[src/rtl/i2cm_pkg.sv]
// ----------------------------------------------------------------------------
// i2cm_pkg
// Shared types and constants for the I2C master byte engine.
// ----------------------------------------------------------------------------
package i2cm_pkg;

  localparam int unsigned BITS_PER_BYTE = 8;
  localparam int unsigned BIT_CNT_W     = 4;
  localparam int unsigned HALF_W        = 16;
  localparam int unsigned POLL_W        = 8;
  localparam int unsigned CFG_IDX_W     = 1;
  localparam int unsigned CFG_DATA_W    = 16;

  localparam logic [2:0] REQ_START = 3'd0;
  localparam logic [2:0] REQ_STOP  = 3'd1;
  localparam logic [2:0] REQ_WRITE = 3'd2;
  localparam logic [2:0] REQ_WACK  = 3'd3;
  localparam logic [2:0] REQ_READ  = 3'd4;

  localparam logic [CFG_IDX_W-1:0] CFG_HALF_BIT = 1'd0;
  localparam logic [CFG_IDX_W-1:0] CFG_POLL_LIM = 1'd1;

  localparam logic [HALF_W-1:0] HALF_BIT_RESET = 16'd100;
  localparam logic [POLL_W-1:0] POLL_LIM_RESET = 8'd250;

  typedef struct packed {
    logic [HALF_W-1:0] half_bit_ticks;
    logic [POLL_W-1:0] ack_poll_limit;
  } i2cm_cfg_t;

  typedef struct packed {
    logic       scl_out;
    logic       sda_out;
    logic       sda_drive;
    logic       busy_res;
    logic       done_res;
    logic [7:0] rx_byte;
    logic       ack_failed;
  } i2cm_res_t;

endpackage

[src/rtl/i2cm_in_if.sv]
// ----------------------------------------------------------------------------
// i2cm_in_if
// Request channel: one tick with optional command and sampled SDA.
// ----------------------------------------------------------------------------
interface i2cm_in_if;
  logic       valid;
  logic       ready;
  logic       cmd_valid;
  logic [2:0] req_type;
  logic [7:0] tx_byte;
  logic       send_ack;
  logic       sda_in;

  modport source (output valid, cmd_valid, req_type, tx_byte, send_ack, sda_in,
                  input ready);
  modport sink   (input valid, cmd_valid, req_type, tx_byte, send_ack, sda_in,
                  output ready);
endinterface

[src/rtl/i2cm_out_if.sv]
// ----------------------------------------------------------------------------
// i2cm_out_if
// Result channel: bus pin levels and status after each tick.
// ----------------------------------------------------------------------------
interface i2cm_out_if;
  logic       valid;
  logic       ready;
  logic       scl_out;
  logic       sda_out;
  logic       sda_drive;
  logic       busy_res;
  logic       done_res;
  logic [7:0] rx_byte;
  logic       ack_failed;

  modport source (output valid, scl_out, sda_out, sda_drive, busy_res, done_res,
                  rx_byte, ack_failed, input ready);
  modport sink   (input valid, scl_out, sda_out, sda_drive, busy_res, done_res,
                  rx_byte, ack_failed, output ready);
endinterface

[src/rtl/i2cm_cfg.sv]
// ----------------------------------------------------------------------------
// i2cm_cfg
// Configuration registers: half-bit delay and ack poll limit.
// ----------------------------------------------------------------------------
module i2cm_cfg (
  input  logic                               clk,
  input  logic                               rst_n,
  input  logic                               cfg_we,
  input  logic [i2cm_pkg::CFG_IDX_W-1:0]     cfg_idx,
  input  logic [i2cm_pkg::CFG_DATA_W-1:0]    cfg_wdata,
  output i2cm_pkg::i2cm_cfg_t                cfg
);
  import i2cm_pkg::*;

  logic [HALF_W-1:0] half_r;
  logic [POLL_W-1:0] poll_lim_r;

  always_ff @(posedge clk) begin
    if (!rst_n) begin
      half_r     <= HALF_BIT_RESET;
      poll_lim_r <= POLL_LIM_RESET;
    end else if (cfg_we) begin
      unique case (cfg_idx)
        CFG_HALF_BIT: half_r     <= cfg_wdata[HALF_W-1:0];
        CFG_POLL_LIM: poll_lim_r <= cfg_wdata[POLL_W-1:0];
        default: ;
      endcase
    end
  end

  assign cfg.half_bit_ticks = half_r;
  assign cfg.ack_poll_limit = poll_lim_r;

endmodule

[src/rtl/i2cm_seq.sv]
// ----------------------------------------------------------------------------
// i2cm_seq
// Bus sequencer: advances at most one step per accepted tick and produces
// the pin levels and status for that tick.
// ----------------------------------------------------------------------------
module i2cm_seq (
  input  logic                 clk,
  input  logic                 rst_n,
  input  logic                 step_en,
  input  logic                 cmd_valid,
  input  logic [2:0]           req_type,
  input  logic [7:0]           tx_byte,
  input  logic                 send_ack,
  input  logic                 sda_in,
  input  i2cm_pkg::i2cm_cfg_t  cfg,
  output i2cm_pkg::i2cm_res_t  res_nxt
);
  import i2cm_pkg::*;

  typedef enum logic [4:0] {
    PH_IDLE, PH_S0, PH_S1, PH_S2, PH_P0, PH_P1, PH_WA, PH_WB,
    PH_A0, PH_A1, PH_A2, PH_R0, PH_R1, PH_K0, PH_K1, PH_K2, PH_FIN
  } phase_t;

  localparam logic [BIT_CNT_W-1:0] BYTE_BITS = BIT_CNT_W'(BITS_PER_BYTE);

  phase_t               phase_r, phase_nxt, ph;
  logic [BIT_CNT_W-1:0] bit_cnt_r, bit_cnt_nxt;
  logic [7:0]           shift_r, shift_nxt;
  logic [HALF_W-1:0]    delay_r, delay_nxt;
  logic [POLL_W-1:0]    poll_r, poll_nxt;
  logic                 ack_sel_r, ack_sel_nxt;
  logic                 scl_r, scl_nxt;
  logic                 sda_r, sda_nxt;
  logic                 sda_en_r, sda_en_nxt;
  logic                 fail_r, fail_nxt;
  logic [7:0]           rx_r, rx_nxt;
  logic                 run;
  logic                 done;

  always_comb begin
    phase_nxt   = phase_r;
    bit_cnt_nxt = bit_cnt_r;
    shift_nxt   = shift_r;
    delay_nxt   = delay_r;
    poll_nxt    = poll_r;
    ack_sel_nxt = ack_sel_r;
    scl_nxt     = scl_r;
    sda_nxt     = sda_r;
    sda_en_nxt  = sda_en_r;
    fail_nxt    = fail_r;
    rx_nxt      = rx_r;
    run         = 1'b0;
    done        = 1'b0;
    ph          = phase_r;

    if (phase_r == PH_IDLE) begin
      if (cmd_valid && (req_type <= REQ_READ)) begin
        bit_cnt_nxt = '0;
        poll_nxt    = '0;
        delay_nxt   = '0;
        run         = 1'b1;
        unique case (req_type)
          REQ_START: ph = PH_S0;
          REQ_STOP:  ph = PH_P0;
          REQ_WRITE: begin
            shift_nxt = tx_byte;
            ph        = PH_WA;
          end
          REQ_WACK:  ph = PH_A0;
          default: begin
            shift_nxt   = '0;
            ack_sel_nxt = send_ack;
            ph          = PH_R0;
          end
        endcase
      end
    end else if (delay_r != '0) begin
      delay_nxt = delay_r - 1'b1;
    end else begin
      run = 1'b1;
    end

    if (run) begin
      unique case (ph)
        PH_S0: begin
          sda_en_nxt = 1'b1; sda_nxt = 1'b1; scl_nxt = 1'b1;
          delay_nxt  = cfg.half_bit_ticks; phase_nxt = PH_S1;
        end
        PH_S1: begin
          sda_nxt   = 1'b0;
          delay_nxt = cfg.half_bit_ticks; phase_nxt = PH_S2;
        end
        PH_S2: begin
          scl_nxt = 1'b0; phase_nxt = PH_IDLE; done = 1'b1;
        end
        PH_P0: begin
          sda_en_nxt = 1'b1; scl_nxt = 1'b0; sda_nxt = 1'b0;
          delay_nxt  = cfg.half_bit_ticks; phase_nxt = PH_P1;
        end
        PH_P1: begin
          scl_nxt   = 1'b1; sda_nxt = 1'b1;
          delay_nxt = cfg.half_bit_ticks; phase_nxt = PH_FIN;
        end
        PH_WA: begin
          sda_en_nxt = 1'b1;
          sda_nxt    = shift_nxt[7];
          shift_nxt  = {shift_nxt[6:0], 1'b0};
          scl_nxt    = 1'b1;
          delay_nxt  = cfg.half_bit_ticks; phase_nxt = PH_WB;
        end
        PH_WB: begin
          scl_nxt     = 1'b0;
          bit_cnt_nxt = bit_cnt_nxt + 1'b1;
          delay_nxt   = cfg.half_bit_ticks;
          phase_nxt   = (bit_cnt_nxt >= BYTE_BITS) ? PH_FIN : PH_WA;
        end
        PH_A0: begin
          sda_en_nxt = 1'b0; sda_nxt = 1'b1;
          delay_nxt  = cfg.half_bit_ticks; phase_nxt = PH_A1;
        end
        PH_A1: begin
          scl_nxt   = 1'b1;
          delay_nxt = cfg.half_bit_ticks; phase_nxt = PH_A2;
        end
        PH_A2: begin
          if (!sda_in) begin
            scl_nxt = 1'b0; fail_nxt = 1'b0; phase_nxt = PH_IDLE; done = 1'b1;
          end else if (poll_r >= cfg.ack_poll_limit) begin
            // timeout: straight into the first stop step
            fail_nxt   = 1'b1;
            sda_en_nxt = 1'b1; scl_nxt = 1'b0; sda_nxt = 1'b0;
            delay_nxt  = cfg.half_bit_ticks; phase_nxt = PH_P1;
          end else begin
            poll_nxt = poll_r + 1'b1;
          end
        end
        PH_R0: begin
          sda_en_nxt = 1'b0; sda_nxt = 1'b1; scl_nxt = 1'b0;
          delay_nxt  = cfg.half_bit_ticks; phase_nxt = PH_R1;
        end
        PH_R1: begin
          scl_nxt     = 1'b1;
          shift_nxt   = {shift_nxt[6:0], sda_in};
          bit_cnt_nxt = bit_cnt_nxt + 1'b1;
          delay_nxt   = cfg.half_bit_ticks;
          phase_nxt   = (bit_cnt_nxt >= BYTE_BITS) ? PH_K0 : PH_R0;
        end
        PH_K0: begin
          scl_nxt    = 1'b0; sda_en_nxt = 1'b1;
          sda_nxt    = ~ack_sel_nxt;
          delay_nxt  = cfg.half_bit_ticks; phase_nxt = PH_K1;
        end
        PH_K1: begin
          scl_nxt   = 1'b1;
          delay_nxt = cfg.half_bit_ticks; phase_nxt = PH_K2;
        end
        PH_K2: begin
          scl_nxt = 1'b0; rx_nxt = shift_nxt; phase_nxt = PH_IDLE; done = 1'b1;
        end
        PH_FIN: begin
          phase_nxt = PH_IDLE; done = 1'b1;
        end
        default: phase_nxt = PH_IDLE;
      endcase
    end
  end

  always_ff @(posedge clk) begin
    if (!rst_n) begin
      phase_r   <= PH_IDLE;
      bit_cnt_r <= '0;
      shift_r   <= '0;
      delay_r   <= '0;
      poll_r    <= '0;
      ack_sel_r <= 1'b0;
      scl_r     <= 1'b1;
      sda_r     <= 1'b1;
      sda_en_r  <= 1'b1;
      fail_r    <= 1'b0;
      rx_r      <= '0;
    end else if (step_en) begin
      phase_r   <= phase_nxt;
      bit_cnt_r <= bit_cnt_nxt;
      shift_r   <= shift_nxt;
      delay_r   <= delay_nxt;
      poll_r    <= poll_nxt;
      ack_sel_r <= ack_sel_nxt;
      scl_r     <= scl_nxt;
      sda_r     <= sda_nxt;
      sda_en_r  <= sda_en_nxt;
      fail_r    <= fail_nxt;
      rx_r      <= rx_nxt;
    end
  end

  assign res_nxt.scl_out    = scl_nxt;
  assign res_nxt.sda_out    = sda_nxt;
  assign res_nxt.sda_drive  = sda_en_nxt;
  assign res_nxt.busy_res   = (phase_nxt != PH_IDLE);
  assign res_nxt.done_res   = done;
  assign res_nxt.rx_byte    = rx_nxt;
  assign res_nxt.ack_failed = fail_nxt;

endmodule

[src/rtl/i2c_master_byte_engine.sv]
// ----------------------------------------------------------------------------
// i2c_master_byte_engine
// I2C master that runs start, stop, write byte, wait ack and read byte.
// ----------------------------------------------------------------------------
// Each request is one bus tick; the engine takes one request per clock and
// returns one result per request, held in an output register in the next cycle.
// A new request is taken while the output register is empty or being read, so
// the sustained rate is one request per clock, set by the single sequencer
// step between the state registers and the output register. Commands offered
// while busy or with an unknown type are ignored.
module i2c_master_byte_engine (
  input  logic                              clk,
  input  logic                              rst_n,
  i2cm_in_if.sink                           in_ch,
  i2cm_out_if.source                        out_ch,
  input  logic                              cfg_we,
  input  logic [i2cm_pkg::CFG_IDX_W-1:0]    cfg_idx,
  input  logic [i2cm_pkg::CFG_DATA_W-1:0]   cfg_wdata
);
  import i2cm_pkg::*;

  i2cm_cfg_t cfg;
  i2cm_res_t res_nxt;
  i2cm_res_t res_r;
  logic      out_valid_r;
  logic      accept;

  assign in_ch.ready = !out_valid_r || out_ch.ready;
  assign accept      = in_ch.valid && in_ch.ready;

  i2cm_cfg u_cfg (
    .clk       (clk),
    .rst_n     (rst_n),
    .cfg_we    (cfg_we),
    .cfg_idx   (cfg_idx),
    .cfg_wdata (cfg_wdata),
    .cfg       (cfg)
  );

  i2cm_seq u_seq (
    .clk       (clk),
    .rst_n     (rst_n),
    .step_en   (accept),
    .cmd_valid (in_ch.cmd_valid),
    .req_type  (in_ch.req_type),
    .tx_byte   (in_ch.tx_byte),
    .send_ack  (in_ch.send_ack),
    .sda_in    (in_ch.sda_in),
    .cfg       (cfg),
    .res_nxt   (res_nxt)
  );

  always_ff @(posedge clk) begin
    if (!rst_n) begin
      out_valid_r <= 1'b0;
    end else if (accept) begin
      out_valid_r <= 1'b1;
    end else if (out_ch.ready) begin
      out_valid_r <= 1'b0;
    end
  end

  always_ff @(posedge clk) begin
    if (accept) begin
      res_r <= res_nxt;
    end
  end

  assign out_ch.valid      = out_valid_r;
  assign out_ch.scl_out    = res_r.scl_out;
  assign out_ch.sda_out    = res_r.sda_out;
  assign out_ch.sda_drive  = res_r.sda_drive;
  assign out_ch.busy_res   = res_r.busy_res;
  assign out_ch.done_res   = res_r.done_res;
  assign out_ch.rx_byte    = res_r.rx_byte;
  assign out_ch.ack_failed = res_r.ack_failed;

endmodule

[src/flat_wrapper.sv]
// flat-port wrapper written by rule: the top's interface ports become plain ports
module i2c_master_byte_engine_flat import i2cm_pkg::*;
  (clk, rst_n, cfg_we, cfg_idx, cfg_wdata, in_ch_valid, in_ch_cmd_valid, in_ch_req_type, in_ch_tx_byte, in_ch_send_ack, in_ch_sda_in, in_ch_ready, out_ch_valid, out_ch_scl_out, out_ch_sda_out, out_ch_sda_drive, out_ch_busy_res, out_ch_done_res, out_ch_rx_byte, out_ch_ack_failed, out_ch_ready);
  i2cm_in_if in_ch_i ();
  i2cm_out_if out_ch_i ();
  input  logic clk;
  input  logic rst_n;
  input  logic cfg_we;
  input  logic [i2cm_pkg::CFG_IDX_W-1:0] cfg_idx;
  input  logic [i2cm_pkg::CFG_DATA_W-1:0] cfg_wdata;
  input wire logic [$bits(in_ch_i.valid)-1:0] in_ch_valid;
  input wire logic [$bits(in_ch_i.cmd_valid)-1:0] in_ch_cmd_valid;
  input wire logic [$bits(in_ch_i.req_type)-1:0] in_ch_req_type;
  input wire logic [$bits(in_ch_i.tx_byte)-1:0] in_ch_tx_byte;
  input wire logic [$bits(in_ch_i.send_ack)-1:0] in_ch_send_ack;
  input wire logic [$bits(in_ch_i.sda_in)-1:0] in_ch_sda_in;
  output wire logic [$bits(in_ch_i.ready)-1:0] in_ch_ready;
  output wire logic [$bits(out_ch_i.valid)-1:0] out_ch_valid;
  output wire logic [$bits(out_ch_i.scl_out)-1:0] out_ch_scl_out;
  output wire logic [$bits(out_ch_i.sda_out)-1:0] out_ch_sda_out;
  output wire logic [$bits(out_ch_i.sda_drive)-1:0] out_ch_sda_drive;
  output wire logic [$bits(out_ch_i.busy_res)-1:0] out_ch_busy_res;
  output wire logic [$bits(out_ch_i.done_res)-1:0] out_ch_done_res;
  output wire logic [$bits(out_ch_i.rx_byte)-1:0] out_ch_rx_byte;
  output wire logic [$bits(out_ch_i.ack_failed)-1:0] out_ch_ack_failed;
  input wire logic [$bits(out_ch_i.ready)-1:0] out_ch_ready;
  assign in_ch_i.valid = in_ch_valid;
  assign in_ch_i.cmd_valid = in_ch_cmd_valid;
  assign in_ch_i.req_type = in_ch_req_type;
  assign in_ch_i.tx_byte = in_ch_tx_byte;
  assign in_ch_i.send_ack = in_ch_send_ack;
  assign in_ch_i.sda_in = in_ch_sda_in;
  assign in_ch_ready = in_ch_i.ready;
  assign out_ch_valid = out_ch_i.valid;
  assign out_ch_scl_out = out_ch_i.scl_out;
  assign out_ch_sda_out = out_ch_i.sda_out;
  assign out_ch_sda_drive = out_ch_i.sda_drive;
  assign out_ch_busy_res = out_ch_i.busy_res;
  assign out_ch_done_res = out_ch_i.done_res;
  assign out_ch_rx_byte = out_ch_i.rx_byte;
  assign out_ch_ack_failed = out_ch_i.ack_failed;
  assign out_ch_i.ready = out_ch_ready;
  i2c_master_byte_engine u_core (.clk(clk), .rst_n(rst_n), .in_ch(in_ch_i), .out_ch(out_ch_i), .cfg_we(cfg_we), .cfg_idx(cfg_idx), .cfg_wdata(cfg_wdata));
endmodule
[config.mk]
export PLATFORM = sky130hd
export DESIGN_NAME = i2c_master_byte_engine_flat
export DESIGN_NICKNAME = d
export VERILOG_FILES = /design/src/rtl/i2cm_pkg.sv /design/src/rtl/i2cm_in_if.sv /design/src/rtl/i2cm_out_if.sv /design/src/rtl/i2cm_cfg.sv /design/src/rtl/i2cm_seq.sv /design/src/rtl/i2c_master_byte_engine.sv /design/src/flat_wrapper.sv
export SDC_FILE = /design/constraint.sdc
export NUM_CORES = 1
export LEC_CHECK = 0
export BUFFER_PORTS_ARGS = -buffer_cell sky130_fd_sc_hd__buf_2
export CAP_MARGIN = 20
export CORE_UTILIZATION = 45
export CTS_CLUSTER_SIZE = 10
export DETAILED_ROUTE_END_ITERATION = 16
export SYNTH_ARGS = -nofsm -noshare
export SYNTH_HDL_FRONTEND = slang
export SYNTH_SLANG_ARGS = --single-unit
[constraint.sdc]
create_clock -name clk -period 8.65 [get_ports clk]
set_clock_uncertainty 0.05 [all_clocks]
set_input_delay 2.595 -clock clk [delete_from_list [all_inputs] [get_ports clk]]
set_output_delay 2.595 -clock clk [all_outputs]
set_load 0.05 [all_outputs]
==> impl_results.md <==
* Outcome: finished, final reports clean
* RSZ-0062 raised after global routing: false
* Synth Register Bits at 93
* Starting DRT DRC Count at 288
* Total GRT Usage at 22.6%
* Overflow after GRT at 0
* Most used flip-flop cell after synthesis: dfxtp_1
* Largest net degree at the start of global routing at 58
* Starting Density at 46.2%
* Critical path fanouts, max at 3
* Period utilisation layout at 66.0%
* Min-delay worst type: register to register
* Count leader, synth: nand2_1
* Area Overhead vs Synth at 10.8%
* RD Place Congestion at 0.842
* Post-CTS sizing at 0
* WP data arrival at 3070 ps
* Switching fraction of total power at 34.7%
* Yosys cell types at 70
* Top cell type by total area after synthesis: dfxtp_1
* Average wire per standard cell at 16.5 um
* Clk sink count at 93
* Area of the core at 0.0114 mm2
* Synth async-reset ratio at 0%
* Layout Nets at 712
* Largest cells by area after synthesis: dfxtp_1 30%, edfxtp_1 8.0%, nand2_1 7.2%
* Inst Count DP at 796
* Least-Margin Pin Slew at 1000 ps
* Via count at 4,829
* Number of diodes at 0
* Area share of the largest cell type after synthesis at 30.1%
* Final Cell Area at 0.00582 mm2
* Slowest CP cell: buf_2
* H-tree levels at 3
* CTS Hold Buffers Added at 0
* First drt pass iteration count at 5
* Peak VDD IR at 0.000115 V
* Later-pin clock latency in the skew report at 350 ps
* WP buf/inv at 2
* CP Cell Sequence: buf_2 -> nand2b_1 -> buf_2
* Area post-placement at 0.00552 mm2
* Fin. max-slew vios at 0
* Die area at 0.0121 mm2
* HPWL after detailed placement at 8990 um
* Die Wd at 110 um
* Gate Count Post-Synth at 643
* Final ANT Viol Nets at 0
* Post-synth EDFFs at 14
* Ports at 52
* Share of synthesized cell area in full adder, half adder and majority cells at 2.62%
* CP endpoint kind: output port
* Fin crit period at 5710 ps
* Seq pwr share at 42.1%
* Hold Violations, Final at 0
* Post-Synth Simple-Gate Area at 21.6%
* CP max stage delay at 220 ps
* Leak Pwr at 2.19 nW
* Comb power frac at 24.4%
* Mux cell area share after synthesis at 6.27%
* CTS tree: built
* Startpoint types: primary input
* Sw power at 405 uW
* Max Cap Viol at 0
* Commonest cells in the synthesized netlist: 101 x nand2_1, 79 x dfxtp_1, 55 x a21oi_1
* Row cnt at 39
* Port Buffers at 51
* Register area share after synthesis at 38.1%
* PwrDens at 200 mW/mm2
* Cell family with the largest share of critical-path delay: buffers and inverters
* Main combinational cell family by area after synthesis: compound AO/OA/AOI/OAI gates
* CTS Root Cell: clkbuf_16
* Post-route insts no fill at 813
* Req. time, crit path at 6010 ps
* First-pass GRT wire length at 21,300 um
* Syn Nets at 690
* Syn. warnings at 0
* Clk slew on worst S/H paths at 70 ps
* WL final at 13,400 um
* Fill cells at 1,123
* Xor and xnor area share after synthesis at 0.500%
* Post-synthesis compound-gate area fraction at 25.7%
* Share of layout cells above drive strength 1 at 16.1%
* Fmax at 175 MHz
* Vias in the first global route at 4,358
* Clock power share at 33.4%
* Setup TNS Final at 0 ps
* Synth Cell Area at 0.00525 mm2
* Post-DR vias/cell at 5.94
* Final setup fails at 0
* Cell mode on critical path: buf_2
* Syn_area_per_cell at 8.16 um2
* Antenna violations before repair at 0
* DRC at 0
* Total CTS buffers at 9
* Worst slew margin at 33.1%
* Worst Setup Path Type: primary input to output port
* Die boundary height at 110 um
* # Post-CTS Setup Buffers at 0
* Int Power at 762 uW
* Clock Path Buffers at 2
-- cell usage in the layout (no fill, tap or decap), types with 3 or more instances in the layout --
master | Yosys | layout
a31oi_1 | 15 | 15
a22oi_1 | 7 | 7
buf_2 | 3 | 51
edfxtp_1 | 14 | 14
or3_1 | 7 | 7
a211oi_1 | 8 | 8
nor2_1 | 52 | 52
o31ai_1 | 3 | 3
a22o_1 | 9 | 9
dfxtp_1 | 79 | 79
o2111ai_1 | 3 | 3
o311ai_0 | 5 | 5
nor4_1 | 5 | 5
a21o_1 | 5 | 5
and2_1 | 5 | 5
ha_1 | 11 | 11
nor2b_1 | 3 | 3
mux2_2 | 15 | 15
mux2i_1 | 16 | 16
a32oi_1 | 4 | 4
inv_1 | 18 | 18
nand4_1 | 4 | 4
a21oi_1 | 55 | 55
o21ai_1 | 3 | 3
nand2_1 | 101 | 101
or2_2 | 4 | 4
clkbuf_16 | 0 | 9
buf_4 | 0 | 5
o41ai_1 | 3 | 3
o211ai_1 | 10 | 10
nand2b_1 | 6 | 6
nor4b_1 | 4 | 4
o21ai_0 | 35 | 35
nand3_1 | 21 | 21
a2111oi_0 | 3 | 3
a41oi_1 | 3 | 3
nor3_1 | 19 | 19
-- cell families (layout without fill, tap and decap cells) --
family                     count (synthesis)  after routing
AOI/OAI and AO/OA                        197            197
xor gates and xnor gates                   3              3
adders and majority gates                 11             11
buffers and inverters                     65             92
DFF                                       93             93
muxes                                     31             31
and+or+nand+nor                          243            243
-- flip-flops by register name, summed over array words and instances (netlist names), 4 cells and up --
register / flops
u_core.out_ch.rx_byte: 8
u_core.u_cfg.half_r: 16
u_core.u_cfg.poll_lim_r: 8
u_core.u_seq.bit_cnt_r: 4
u_core.u_seq.delay_r: 16
u_core.u_seq.phase_r: 5
u_core.u_seq.poll_r: 8
u_core.u_seq.rx_r: 8
u_core.u_seq.shift_r: 8
-- worst reg2reg max path: stages, from the launching register on --
cell	delay (ps)
dfxtp_1	520
nor4b_1	580
nand3_1	660
o21a_1	550
nor3_2	700
mux2_2	430
mux2i_1	160
nor2_1	60
-- power groups by stage --
| stage | Clock [mW] | Sequential, mW | Combinational [mW] |
|---|---|---|---|
| floorplan | 0 | 0.504 | 0.212 |
| global placement | 0 | 0.499 | 0.278 |
| detailed placement | 0 | 0.501 | 0.282 |
| CTS | 0.399 | 0.491 | 0.284 |
| global route | 0.419 | 0.495 | 0.315 |
| finish | 0.390 | 0.491 | 0.285 |
-- path summary, 6_finish.rpt --
check,endpoint,start,slack [ps],depth (start not counted)
setup / recovery,in_ch_ready,out_ch_ready,2940,3
hold / removal,u_core.u_seq.shift_r[2],u_core.u_seq.shift_r[2],400,2
setup reg to reg,u_core.u_seq.rx_r[1],u_core.u_seq.phase_r[0],4790,7
hold reg to reg,u_core.u_seq.shift_r[2],u_core.u_seq.shift_r[2],400,2
-- per-stage QoR --
stage	util [%]	total power [mW]	hold slack (ps)	setup WS (ps)
after floorplan	-	0.716	382	2970
after global placement	48.5	0.777	388	2840
after detailed placement	48.5	0.783	395	2740
after CTS	51.1	1.17	405	2930
after global routing	51.2	1.23	418	2920
final	51.2	1.17	405	2940
-- layout make-up --
class / count / area [um2] / share of cell area (%)
clock inverters: 7 / 67.6 / 1.16
repair buffers: 56 / 293 / 5.03
inverters: 20 / 75.1 / 1.29
flip-flops and latches: 93 / 2000 / 34.4
multi-input cells: 485 / 2980 / 51.2
clock buffers: 9 / 225 / 3.87
well taps: 143 / 179 / 3.07
-- routing by layer --
metal  track usage (%)  routed length (um)
met4              7.52                 211
met5                 0                   0
met2              36.3                6170
met1              30.5                6400
met3              4.17                 610
Power figures use the tool's default switching activity.
